`config.mk`:
```
export PLATFORM = sky130hd
export DESIGN_NAME = des_round_function
export DESIGN_NICKNAME = d
export VERILOG_FILES = /design/src/des_rf_pkg.sv /design/src/des_round_function.sv
export SDC_FILE = /design/constraint.sdc
export NUM_CORES = 1
export LEC_CHECK = 0
export BUFFER_PORTS_ARGS = -buffer_cell sky130_fd_sc_hd__buf_2
export CORE_MARGIN = 3
export CORE_UTILIZATION = 55
export CTS_CLUSTER_SIZE = 24
export DETAILED_ROUTE_END_ITERATION = 10
export PLACE_DENSITY = 0.76
export SYNTH_ARGS = -nofsm -noshare
export SYNTH_HDL_FRONTEND = slang
export SYNTH_SLANG_ARGS = --single-unit
```
`constraint.sdc`:
```
create_clock -name clk -period 3.44 [get_ports clk]
set_clock_uncertainty 0.1 [all_clocks]
set_input_delay 0.688 -clock clk [delete_from_list [all_inputs] [get_ports clk]]
set_output_delay 0.688 -clock clk [all_outputs]
set_load 0.05 [all_outputs]
```
`src/des_rf_pkg.sv`:
```
// Package: DES f-function bit selection tables and S-box contents.
`timescale 1ns / 1ps

package des_rf_pkg;

  localparam int unsigned HALF_W = 32;
  localparam int unsigned KEY_W  = 48;
  localparam int unsigned NBOX   = 8;

  typedef logic [HALF_W-1:0] half_t;
  typedef logic [KEY_W-1:0]  key_t;
  typedef logic [4:0]        bitpos_t;
  typedef logic [3:0]        nib_t;

  // E expansion: source bit (LSB = 0) for each output bit, listed from output MSB down
  localparam bitpos_t E_SRC [0:KEY_W-1] = '{
    5'd0,  5'd31, 5'd30, 5'd29, 5'd28, 5'd27, 5'd28, 5'd27, 5'd26, 5'd25, 5'd24, 5'd23,
    5'd24, 5'd23, 5'd22, 5'd21, 5'd20, 5'd19, 5'd20, 5'd19, 5'd18, 5'd17, 5'd16, 5'd15,
    5'd16, 5'd15, 5'd14, 5'd13, 5'd12, 5'd11, 5'd12, 5'd11, 5'd10, 5'd9,  5'd8,  5'd7,
    5'd8,  5'd7,  5'd6,  5'd5,  5'd4,  5'd3,  5'd4,  5'd3,  5'd2,  5'd1,  5'd0,  5'd31
  };

  // P permutation: source bit (LSB = 0) for each output bit, from output MSB down
  localparam bitpos_t P_SRC [0:HALF_W-1] = '{
    5'd16, 5'd25, 5'd12, 5'd11, 5'd3,  5'd20, 5'd4,  5'd15,
    5'd31, 5'd17, 5'd9,  5'd6,  5'd27, 5'd14, 5'd1,  5'd22,
    5'd30, 5'd24, 5'd8,  5'd18, 5'd0,  5'd5,  5'd29, 5'd23,
    5'd13, 5'd19, 5'd2,  5'd26, 5'd10, 5'd21, 5'd28, 5'd7
  };

  localparam nib_t SBOX_TAB [0:NBOX-1][0:3][0:15] = '{
    '{'{4'd14,4'd4,4'd13,4'd1,4'd2,4'd15,4'd11,4'd8,4'd3,4'd10,4'd6,4'd12,4'd5,4'd9,4'd0,4'd7},
      '{4'd0,4'd15,4'd7,4'd4,4'd14,4'd2,4'd13,4'd1,4'd10,4'd6,4'd12,4'd11,4'd9,4'd5,4'd3,4'd8},
      '{4'd4,4'd1,4'd14,4'd8,4'd13,4'd6,4'd2,4'd11,4'd15,4'd12,4'd9,4'd7,4'd3,4'd10,4'd5,4'd0},
      '{4'd15,4'd12,4'd8,4'd2,4'd4,4'd9,4'd1,4'd7,4'd5,4'd11,4'd3,4'd14,4'd10,4'd0,4'd6,4'd13}},
    '{'{4'd15,4'd1,4'd8,4'd14,4'd6,4'd11,4'd3,4'd4,4'd9,4'd7,4'd2,4'd13,4'd12,4'd0,4'd5,4'd10},
      '{4'd3,4'd13,4'd4,4'd7,4'd15,4'd2,4'd8,4'd14,4'd12,4'd0,4'd1,4'd10,4'd6,4'd9,4'd11,4'd5},
      '{4'd0,4'd14,4'd7,4'd11,4'd10,4'd4,4'd13,4'd1,4'd5,4'd8,4'd12,4'd6,4'd9,4'd3,4'd2,4'd15},
      '{4'd13,4'd8,4'd10,4'd1,4'd3,4'd15,4'd4,4'd2,4'd11,4'd6,4'd7,4'd12,4'd0,4'd5,4'd14,4'd9}},
    '{'{4'd10,4'd0,4'd9,4'd14,4'd6,4'd3,4'd15,4'd5,4'd1,4'd13,4'd12,4'd7,4'd11,4'd4,4'd2,4'd8},
      '{4'd13,4'd7,4'd0,4'd9,4'd3,4'd4,4'd6,4'd10,4'd2,4'd8,4'd5,4'd14,4'd12,4'd11,4'd15,4'd1},
      '{4'd13,4'd6,4'd4,4'd9,4'd8,4'd15,4'd3,4'd0,4'd11,4'd1,4'd2,4'd12,4'd5,4'd10,4'd14,4'd7},
      '{4'd1,4'd10,4'd13,4'd0,4'd6,4'd9,4'd8,4'd7,4'd4,4'd15,4'd14,4'd3,4'd11,4'd5,4'd2,4'd12}},
    '{'{4'd7,4'd13,4'd14,4'd3,4'd0,4'd6,4'd9,4'd10,4'd1,4'd2,4'd8,4'd5,4'd11,4'd12,4'd4,4'd15},
      '{4'd13,4'd8,4'd11,4'd5,4'd6,4'd15,4'd0,4'd3,4'd4,4'd7,4'd2,4'd12,4'd1,4'd10,4'd14,4'd9},
      '{4'd10,4'd6,4'd9,4'd0,4'd12,4'd11,4'd7,4'd13,4'd15,4'd1,4'd3,4'd14,4'd5,4'd2,4'd8,4'd4},
      '{4'd3,4'd15,4'd0,4'd6,4'd10,4'd1,4'd13,4'd8,4'd9,4'd4,4'd5,4'd11,4'd12,4'd7,4'd2,4'd14}},
    '{'{4'd2,4'd12,4'd4,4'd1,4'd7,4'd10,4'd11,4'd6,4'd8,4'd5,4'd3,4'd15,4'd13,4'd0,4'd14,4'd9},
      '{4'd14,4'd11,4'd2,4'd12,4'd4,4'd7,4'd13,4'd1,4'd5,4'd0,4'd15,4'd10,4'd3,4'd9,4'd8,4'd6},
      '{4'd4,4'd2,4'd1,4'd11,4'd10,4'd13,4'd7,4'd8,4'd15,4'd9,4'd12,4'd5,4'd6,4'd3,4'd0,4'd14},
      '{4'd11,4'd8,4'd12,4'd7,4'd1,4'd14,4'd2,4'd13,4'd6,4'd15,4'd0,4'd9,4'd10,4'd4,4'd5,4'd3}},
    '{'{4'd12,4'd1,4'd10,4'd15,4'd9,4'd2,4'd6,4'd8,4'd0,4'd13,4'd3,4'd4,4'd14,4'd7,4'd5,4'd11},
      '{4'd10,4'd15,4'd4,4'd2,4'd7,4'd12,4'd9,4'd5,4'd6,4'd1,4'd13,4'd14,4'd0,4'd11,4'd3,4'd8},
      '{4'd9,4'd14,4'd15,4'd5,4'd2,4'd8,4'd12,4'd3,4'd7,4'd0,4'd4,4'd10,4'd1,4'd13,4'd11,4'd6},
      '{4'd4,4'd3,4'd2,4'd12,4'd9,4'd5,4'd15,4'd10,4'd11,4'd14,4'd1,4'd7,4'd6,4'd0,4'd8,4'd13}},
    '{'{4'd4,4'd11,4'd2,4'd14,4'd15,4'd0,4'd8,4'd13,4'd3,4'd12,4'd9,4'd7,4'd5,4'd10,4'd6,4'd1},
      '{4'd13,4'd0,4'd11,4'd7,4'd4,4'd9,4'd1,4'd10,4'd14,4'd3,4'd5,4'd12,4'd2,4'd15,4'd8,4'd6},
      '{4'd1,4'd4,4'd11,4'd13,4'd12,4'd3,4'd7,4'd14,4'd10,4'd15,4'd6,4'd8,4'd0,4'd5,4'd9,4'd2},
      '{4'd6,4'd11,4'd13,4'd8,4'd1,4'd4,4'd10,4'd7,4'd9,4'd5,4'd0,4'd15,4'd14,4'd2,4'd3,4'd12}},
    '{'{4'd13,4'd2,4'd8,4'd4,4'd6,4'd15,4'd11,4'd1,4'd10,4'd9,4'd3,4'd14,4'd5,4'd0,4'd12,4'd7},
      '{4'd1,4'd15,4'd13,4'd8,4'd10,4'd3,4'd7,4'd4,4'd12,4'd5,4'd6,4'd11,4'd0,4'd14,4'd9,4'd2},
      '{4'd7,4'd11,4'd4,4'd1,4'd9,4'd12,4'd14,4'd2,4'd0,4'd6,4'd10,4'd13,4'd15,4'd3,4'd5,4'd8},
      '{4'd2,4'd1,4'd14,4'd7,4'd4,4'd10,4'd8,4'd13,4'd15,4'd12,4'd9,4'd0,4'd3,4'd5,4'd6,4'd11}}
  };

endpackage

```
`src/des_round_function.sv`:
```
// Top level: three-stage pipelined DES f-function (E/XOR, S-boxes, P).
//
//   channel | ports                                   | dir
//   --------+-----------------------------------------+-----
//   in      | in_valid, in_ready, in_right_half[31:0], | in
//           | in_subkey[47:0]                          |
//   out     | out_valid, out_ready, out_f_value[31:0]  | out
//
// The accepting edge loads stage 1; the request moves on through stage 2 to stage 3,
// whose register drives out_valid. One request per cycle sustained while out_ready is high.
// Stage 1 holds E(R) ^ K, stage 2 the S-box nibbles, stage 3 the P output register.
// Each stage advances when the stage after it is empty or moving, so a stall on out
// backs up stage by stage and the pipeline holds up to three requests.
// Synchronous active-low reset clears the valid bits only.
`timescale 1ns / 1ps

module des_round_function (
  input  logic                clk,
  input  logic                rst_n,
  input  logic                in_valid,
  output logic                in_ready,
  input  des_rf_pkg::half_t   in_right_half,
  input  des_rf_pkg::key_t    in_subkey,
  output logic                out_valid,
  input  logic                out_ready,
  output des_rf_pkg::half_t   out_f_value
);
  import des_rf_pkg::*;

  logic  v1_r, v2_r, v3_r;
  logic  v1_nxt, v2_nxt, v3_nxt;
  key_t  x1_r, x1_nxt;
  half_t s2_r, s2_nxt;
  half_t f3_r, f3_nxt;
  logic  rdy1, rdy2, rdy3;

  assign rdy3 = !v3_r || out_ready;
  assign rdy2 = !v2_r || rdy3;
  assign rdy1 = !v1_r || rdy2;
  assign in_ready = rdy1;

  // stage 1: expansion and key mix
  always_comb begin
    for (int i = 0; i < int'(KEY_W); i++) begin
      x1_nxt[KEY_W-1-i] = in_right_half[E_SRC[i]] ^ in_subkey[KEY_W-1-i];
    end
  end

  // stage 2: S-boxes, row = outer bits, column = middle four
  always_comb begin
    for (int k = 0; k < int'(NBOX); k++) begin
      s2_nxt[HALF_W-1-4*k -: 4] =
        SBOX_TAB[k][{x1_r[KEY_W-1-6*k], x1_r[KEY_W-6-6*k]}][x1_r[KEY_W-2-6*k -: 4]];
    end
  end

  // stage 3: P permutation
  always_comb begin
    for (int i = 0; i < int'(HALF_W); i++) begin
      f3_nxt[HALF_W-1-i] = s2_r[P_SRC[i]];
    end
  end

  always_comb begin
    v1_nxt = rdy1 ? in_valid : v1_r;
    v2_nxt = rdy2 ? v1_r : v2_r;
    v3_nxt = rdy3 ? v2_r : v3_r;
  end

  always_ff @(posedge clk) begin
    if (!rst_n) begin
      v1_r <= 1'b0;
      v2_r <= 1'b0;
      v3_r <= 1'b0;
    end else begin
      v1_r <= v1_nxt;
      v2_r <= v2_nxt;
      v3_r <= v3_nxt;
    end
  end

  always_ff @(posedge clk) begin
    if (rdy1) x1_r <= x1_nxt;
    if (rdy2) s2_r <= s2_nxt;
    if (rdy3) f3_r <= f3_nxt;
  end

  assign out_valid   = v3_r;
  assign out_f_value = f3_r;

  // a stalled middle stage keeps its request
  a_s2_hold: assert property (@(posedge clk) disable iff (!rst_n)
    v2_r && !rdy3 |=> v2_r && $stable(s2_r))
    else $error("stage 2 lost or changed a stalled request");

  // an accepted request lands in stage 1
  a_s1_fill: assert property (@(posedge clk) disable iff (!rst_n)
    in_valid && in_ready |=> v1_r)
    else $error("accepted request missing from stage 1");

  // a new result only appears after stage 2 held one
  a_out_src: assert property (@(posedge clk) disable iff (!rst_n)
    $rose(out_valid) |-> $past(v2_r))
    else $error("result appeared without a stage 2 request");

  // output draining means the whole pipe can take a request
  a_flow: assert property (@(posedge clk) disable iff (!rst_n)
    out_ready |-> in_ready)
    else $error("in_ready low while output drains");

endmodule
```
Word level (Yosys, flattened, before mapping):

Cells that the tools add are included.

* bits in registers: 115
* output and inout bits: 34

* $lt $le $gt $ge: 16
* mux-type cells: 48
* bitwise logic cells: 64
* reductions and logical operators: 6

Operators by type and width (count)
* $bmux W64 S2: 8
* $mux W64: 16
* $bmux W4 S4: 8
* $mux W4: 16
* $xor A1 B1 Y1: 48
* $ge A5 B5 Y1 const B: 8
* $not A4 Y5: 8
* $ge A3 B3 Y1 const B: 8
* $not A2 Y3: 8
* $logic_not A1 Y1: 3
* $logic_or A1 B1 Y1: 3

Logic depth before layout (Yosys ltp):

Gate-level depths: netlist of run 1.

* depth after elaboration: 7
* mapped depth: 8

Worst setup path after synthesis of run 1:

Ideal clock, no wire load.

* kind: flip-flop to flip-flop
* start: register v3_r, in the netlist out_valid
* end: register x1_r[0], enable pin
* arrival time: 2.424 ns
* required time: 2.485 ns
* setup slack: 0.062 ns
* cell stages (with the launch flop): 3
* path buffers: 0
* clock period less this slack: 3.378 ns
* path through: dfxtp_1 -> nor2b_1 -> nand3_1

* word-level cells in the longest chain between the ends: 4

Ends and longest elaborated chain
* from (decl): line des_round_function.sv:30 `logic v1_r, v2_r, v3_r;`
* from (signal assigned): line des_round_function.sv:78 `v3_r <= v3_nxt;`
* $logic_not A1 Y1: line des_round_function.sv:37 `assign rdy3 = !v3_r || out_ready;`
* $logic_or A1 B1 Y1: line des_round_function.sv:37
* $logic_or A1 B1 Y1: line des_round_function.sv:38 `assign rdy2 = !v2_r || rdy3;`
* $logic_or A1 B1 Y1: line des_round_function.sv:39 `assign rdy1 = !v1_r || rdy2;`
* via in_ready: line des_round_function.sv:21 `output logic in_ready,`
* to (signal assigned): line des_round_function.sv:83 `if (rdy1) x1_r <= x1_nxt;`
* to (decl): line des_round_function.sv:32 `key_t x1_r, x1_nxt;`

The timed path passes the listed nets, and every way through them passes these cells.
A chain may end at the register's enable or synchronous reset.

Worst setup path after layout of run 1:

* start: register x1_r[47]
* end: register s2_r[30] (data pin)

* word-level cells in the longest chain between the ends: 7

Ends and longest elaborated chain
* $not A2 Y3 (not written as such): line des_round_function.sv:53 `SBOX_TAB[k][{x1_r[KEY_W-1-6*k], x1_r[KEY_W-6-6*k]}][x1_r[KEY_W-2-6*k -: 4]];`
* $bmux W64 S2: line des_round_function.sv:53
* $mux W64 (not written as such) (2 in a row): line des_round_function.sv:53
* $bmux W4 S4: line des_round_function.sv:53
* $mux W4 (not written as such) (2 in a row): line des_round_function.sv:53
* via s2_nxt[30]: line des_round_function.sv:33 `half_t s2_r, s2_nxt;`
* to (signal assigned): line des_round_function.sv:84 `if (rdy2) s2_r <= s2_nxt;`
* to (decl): line des_round_function.sv:33

The timed path passes the listed nets, and every way through them passes these cells. The select of a mux whose other input is x is not followed.

==> metrics.csv, run 1 <==
stage,metric,value,unit
placed_design,port bufs,117,
logic_synthesis,synthesized flop and latch total,115,
global_route,most utilized layer in the global route result,met2,
power_and_ir_drop,pwr dens,566,nW/um^2
logic_synthesis,cell types with the largest area share after synthesis,"sky130_fd_sc_hd__edfxtp_1 (37%), sky130_fd_sc_hd__ha_1 (8.7%), sky130_fd_sc_hd__mux4_2 (8.2%), sky130_fd_sc_hd__xor2_1 (5.6%), sky130_fd_sc_hd__mux2i_1 (3.1%)",
clock_network,clk sinks,115,
sta,transition time at the pin with the least slew margin,1080,ps
drt,number of vias in the routed layout,6817,
sta,minimum setup slack in the final design,773,ps
cells_and_area,footprint of the flip-flops and latches,3420,um^2
clock_network,post-CTS resize count,0,
sta,Final min period,2670,ps
job,max_cap viols,0,
drt,First DRT Iteration DRCs,694,
logic_synthesis,cell count after synthesis,850,
global_route,GRT Total Usage,21.3,%
cells_and_area,number of nets in the layout,1072,
worst_hold_path,type of the tightest min-delay check,flip-flop to flip-flop,
drt,DRC,0,
die,cell row count,46,
global_route,pin count of the biggest net entering global routing,36,
cells_and_area,synth-to-layout area growth,13.4,%
sta,setup repair after global routing missed its margin,no,
global_route,antenna violations before repair,0,
outcome,outcome,completed,
cells_and_area,share of layout cells above drive strength 1,22.9,%
placed_design,worst slack at placement,809,ps
clock_network,clock latency of the later-clocked register in the worst-skew pair,410,ps
clock_network,root buf cell,sky130_fd_sc_hd__clkbuf_16,
logic_synthesis,count of flip-flops with a built-in enable after synthesis,112,
sta,Final period util,77.5,%
sta,aggregate negative setup slack,0,ps
global_route,GR Overflow Total,0,
setup_path,maximum fanout along the worst path,16,
power_and_ir_drop,worst-case vdd ir drop,461,uV
die,effective utilization at floorplan,56.5,%
die,CORE AREA,16000,um^2
setup_path,kind of start point of the critical path,flip-flop,
sta,final count of pins violating max slew,0,
drt,aggregate routed wire length,19000,um
global_route,global-route track usage on met1,29.0,%
global_route,met2 GRT Util,33.9,%
clock_network,total setup buffers inserted after CTS,0,
power_and_ir_drop,Lkg Pwr,0.00420,uW
clock_network,Worst-path clk slew,50,ps
setup_path,critical path class,flip-flop to flip-flop,
clock_network,count of hold buffers inserted by post-cts repair,0,
placed_design,post-detailed-placement half-perimeter wirelength,13200,um
die,ports placed on the boundary,118,
global_route,fraction of met3 tracks used by global routing,5.29,%
logic_synthesis,"Async S/R FF share, synth",0,%
clock_network,clk buf depth,2,
logic_synthesis,mean post-synth cell area,10.6,um^2
global_route,global-route wire length before repair,30900,um
logic_synthesis,part of the Yosys area used for sequential elements,37.9,%
placed_design,final weighted congestion of routability-driven global placement,0.926,
die,area of the die,18000,um^2
drt,ratio of routed vias to standard cells,5.91,
clock_network,CTS H-Tree Depth,4,
logic_synthesis,top_reg_cell synth,sky130_fd_sc_hd__edfxtp_1,
drt,first-pass iteration count of the detailed router,5,
logic_synthesis,post-synth cell types,66,
logic_synthesis,Synthesized Nets,997,
cells_and_area,area occupied by multi-input gates,5070,um^2
logic_synthesis,area share of the leading cell type in the synthesized netlist,37.2,%
die,horizontal die dimension,134,um
setup_path,kind of end point of the critical path,flip-flop,
clock_network,TritonCTS clock tree,done,
cells_and_area,filler instances,1301,
logic_synthesis,Post-Syn Area,9030,um^2
sta,max frequency,0.375,GHz
sta,headroom to the max-slew limit,27.9,%
cells_and_area,number of diodes,0,
clock_network,number of buffers added by the clock tree synthesis step,17,
setup_path,critical path data arrival time,2810,ps
drt,average routed wire per standard cell,16.4,um
logic_synthesis,count of yosys warnings during synthesis,0,
drt,number of routed nets with antenna violations,0,
die,y dimension of the die,134,um
sta,Setup Viol. Count Final,0,
logic_synthesis,cell type contributing the most total cell area after synthesis,sky130_fd_sc_hd__edfxtp_1,
sta,number of hold violations in the final report,0,
global_route,vias in the first global route,6271,
setup_path,data required time at the worst endpoint,3590,ps
cells_and_area,utilization of the core after routing,64.0,%
==> synthesized netlist by cell type (26+ instances only) <==
library cell               count
sky130_fd_sc_hd__buf_2        30
sky130_fd_sc_hd__edfxtp_1    112
sky130_fd_sc_hd__o21ai_0      44
sky130_fd_sc_hd__xor2_1       58
sky130_fd_sc_hd__nor2_1       35
sky130_fd_sc_hd__inv_1        52
sky130_fd_sc_hd__mux2i_1      28
sky130_fd_sc_hd__nand2_1      35
sky130_fd_sc_hd__mux4_2       33
sky130_fd_sc_hd__clkbuf_1     26
sky130_fd_sc_hd__a21oi_1      47
sky130_fd_sc_hd__ha_1         63
==> flip-flops by register name, indices dropped and copies added (netlist names) <==
signal	flops
v2_r	1
out_f_value	32
out_valid	1
x1_r	48
s2_r	32
v1_r	1
==> cell usage in the layout, fill, tap and decap left out, types with 14 or more instances in the layout <==
master / n
sky130_fd_sc_hd__a211oi_1: 16
sky130_fd_sc_hd__a21oi_1: 47
sky130_fd_sc_hd__a31oi_1: 14
sky130_fd_sc_hd__buf_2: 117
sky130_fd_sc_hd__clkbuf_16: 17
sky130_fd_sc_hd__edfxtp_1: 112
sky130_fd_sc_hd__ha_1: 63
sky130_fd_sc_hd__inv_1: 52
sky130_fd_sc_hd__mux2i_1: 28
sky130_fd_sc_hd__mux4_2: 33
sky130_fd_sc_hd__nand2_1: 35
sky130_fd_sc_hd__nand2b_1: 24
sky130_fd_sc_hd__nor2_1: 35
sky130_fd_sc_hd__nor2b_1: 18
sky130_fd_sc_hd__o211ai_1: 20
sky130_fd_sc_hd__o21ai_0: 44
sky130_fd_sc_hd__xor2_1: 58
==> power by group <==
part           switching, uW  leakage (uW)  internal [uW]
registers                317       0.00121           1900
clock network            635      0.000295           1230
logic                   1010       0.00270            712
==> area by class of cell <==
class | instances | area share [%]
Clock inverter | 13 | 1.78
Multi-Input combinational cell | 612 | 49.5
Inverter | 53 | 1.94
Sequential cell | 115 | 33.4
Clock buffer | 19 | 4.32
Timing Repair Buffer | 126 | 6.38
Tap cell | 216 | 2.64
==> logic make-up after synthesis <==
family          count (synthesis)  share of synthesized area (%)
buf+inv                       123                           6.02
fa+ha+maj                      63                           8.73
xor+xnor                       66                           6.40
simple gates                  177                           10.5
flops                         115                           37.9
compound gates                233                           17.6
mux                            73                           12.8
==> metal layers <==
layer  wire (um)  vias to the layer above
met5           0                        -
met4         262                        0
met3        1150                       24
met2        9150                      244
met1        8410                     3214
li1            -                     3335
==> path summary, 6_finish.rpt <==
check           start  cells past startpoint               to  slack (ps)
max          x1_r[47]                      6         s2_r[30]         770
min          s2_r[27]                      0  out_f_value[19]         320
max reg2reg  x1_r[47]                      6         s2_r[30]         770
min reg2reg  s2_r[27]                      0  out_f_value[19]         320
==> critical path, cell delays in order, from the launching register on <==
cell                       delay, ps
sky130_fd_sc_hd__edfxtp_1        660
sky130_fd_sc_hd__inv_1           210
sky130_fd_sc_hd__ha_1            540
sky130_fd_sc_hd__nor2_1          130
sky130_fd_sc_hd__a21o_1          200
sky130_fd_sc_hd__mux4_2          440
sky130_fd_sc_hd__a211oi_1        220
==> through the flow <==
step                      total power, uW  cell area (um^2)  instances  hold slack (ps)
after floorplan                      3550              9030        850              300
after global placement               3910              9620       1122              301
after detailed placement             3940              9620       1122              305
after CTS                            5830             10200       1154              317
after global routing                 6100             10200       1154              317
final                                5800             10200       1154              317
(Power assumes the default switching activity.)
==> run 2, diff against run 1 <==
- CORE_UTILIZATION: 55 -> 54
- PLACE_DENSITY: 0.76 -> 0.78
- clock period: 3.44 -> 2.4 ns (I/O delays scaled with it)
==> metrics.csv, run 2 (synthesis results as in run 1) <==
stage,metric,value,unit
drt,number of routed nets with antenna violations,0,
drt,met1 layer wirelength in the final routing,8270,um
die,CORE AREA,16100,um^2
sta,headroom to the max-slew limit,55.0,%
clock_network,number of buffers added by the clock tree synthesis step,17,
setup_path,critical path class,flip-flop to flip-flop,
setup_path,data required time at the worst endpoint,2450,ps
cells_and_area,post-route cell area,10600,um^2
sta,Setup Viol. Count Final,0,
clock_network,Worst-path clk slew,60,ps
setup_path,kind of start point of the critical path,flip-flop,
job,max_cap viols,0,
drt,ratio of routed vias to standard cells,5.90,
cells_and_area,synth-to-layout area growth,17.8,%
power_and_ir_drop,pwr dens,795,nW/um^2
die,effective utilization at floorplan,56.1,%
drt,met3 wirelength from detailed routing,1190,um
sta,Final min period,2330,ps
clock_network,root buf cell,sky130_fd_sc_hd__clkbuf_16,
worst_hold_path,type of the tightest min-delay check,primary input to flip-flop,
sta,final count of pins violating max slew,0,
cells_and_area,"commonest non-fill, non-tap cell in the layout",sky130_fd_sc_hd__buf_2,
setup_path,maximum fanout along the worst path,9,
die,area of the die,18300,um^2
cells_and_area,utilization of the core after routing,66.0,%
setup_path,kind of end point of the critical path,flip-flop,
cells_and_area,"commonest cells after routing, fill and taps aside","sky130_fd_sc_hd__buf_2 (117), sky130_fd_sc_hd__edfxtp_1 (112), sky130_fd_sc_hd__ha_1 (62), sky130_fd_sc_hd__buf_4 (60), sky130_fd_sc_hd__xor2_1 (58)",
placed_design,standard cell area after detailed placement,10000,um^2
global_route,GR Overflow Total,0,
power_and_ir_drop,Lkg Pwr,0.00445,uW
power_and_ir_drop,worst-case vdd ir drop,540,uV
global_route,pin count of the biggest net entering global routing,35,
sta,minimum setup slack in the final design,65.9,ps
cells_and_area,filler instances,1223,
cells_and_area,max FFs per register,48,
clock_network,clk buf depth,2,
setup_path,slowest CP cell,sky130_fd_sc_hd__ha_1,
clock_network,CTS H-Tree Depth,4,
drt,number of vias in the routed layout,7110,
sta,number of hold violations in the final report,0,
cells_and_area,share of layout cells above drive strength 1,26.8,%
global_route,vias in the first global route,6674,
die,horizontal die dimension,135,um
drt,top sig layer,met4,
drt,first-pass iteration count of the detailed router,5,
die,cell row count,46,
global_route,GRT Total Usage,22.0,%
cells_and_area,largest register by flop count,x1_r,
drt,First DRT Iteration DRCs,478,
clock_network,TritonCTS clock tree,done,
cells_and_area,number of nets in the layout,1123,
drt,DRC,0,
clock_network,clk sinks,115,
drt,routed length on met2,10100,um
global_route,antenna violations before repair,0,
global_route,global-route wire length before repair,32500,um
clock_network,clock latency of the later-clocked register in the worst-skew pair,410,ps
setup_path,ordered list of cells on the worst path,inv_1 -> ha_1 -> buf_4 -> nand2b_1 -> nor2_1 -> a21oi_1 -> mux4_2,
drt,aggregate routed wire length,19800,um
sta,Final Hold Slack,208,ps
sta,transition time at the pin with the least slew margin,676,ps
placed_design,worst slack at placement,54.0,ps
placed_design,final weighted congestion of routability-driven global placement,0.947,
die,ports placed on the boundary,118,
sta,Final period util,97.3,%
placed_design,Placed Cells incl. Taps,1172,
outcome,outcome,completed,
die,y dimension of the die,135,um
sta,max frequency,0.428,GHz
cells_and_area,final cell count without fillers,1205,
placed_design,post-detailed-placement half-perimeter wirelength,14300,um
drt,average routed wire per standard cell,16.4,um
cells_and_area,number of diodes,0,
placed_design,port bufs,117,
setup_path,delay of the slowest cell on the worst path,490,ps
setup_path,critical path data arrival time,2380,ps
[run 2: per-stage QoR]
step	TNS, ps	power [uW]
finish	0	8460
global route	-9.43	8880
CTS	0	8500
detailed placement	0	5780
global placement	0	5730
floorplan	0	5090
[run 2: path summary, 6_finish.rpt]
check,start,to,slack (ps),cells past startpoint
max,x1_r[35],s2_r[21],70,7
min,rst_n,out_valid,210,2
max reg2reg,x1_r[35],s2_r[21],70,7
min reg2reg,s2_r[31],out_f_value[23],310,0
[run 2: what timing repair did]
action	CTS	global route
gates resized for setup	0	3
buffers inserted	0	1
hold buffers	0	0
setup endpoints to repair	0	4
[run 2: final cells by class]
type,count,area [um^2],area share (%)
Inverter,53,199,1.87
Tap cell,216,270,2.54
Clock buffer,23,478,4.49
Multi-Input combinational cell,612,5080,47.8
Timing Repair Buffer,177,1040,9.74
Sequential cell,115,3420,32.2
Clock inverter,9,151,1.42
[run 2: critical path, delay by kind of cell (launching register included)]
family | cells | cell delay [ps]
AOI/OAI and AO/OA | 1 | 40
adders and majority gates | 1 | 490
buffers and inverters | 2 | 320
DFF | 1 | 420
muxes | 1 | 480
and+or+nand+nor | 2 | 200
[run 2: where the power goes]
part | switching [uW] | internal (uW) | total, uW
Combinational | 1660 | 1130 | 2780
Sequential | 271 | 2720 | 2990
Clock | 874 | 1810 | 2690
[run 2: metal layers]
metal  track usage, %  vias up
met5                0        -
li1                 -     3451
met2             38.0      263
met4             5.71        0
met3             4.83       30
met1             28.1     3366
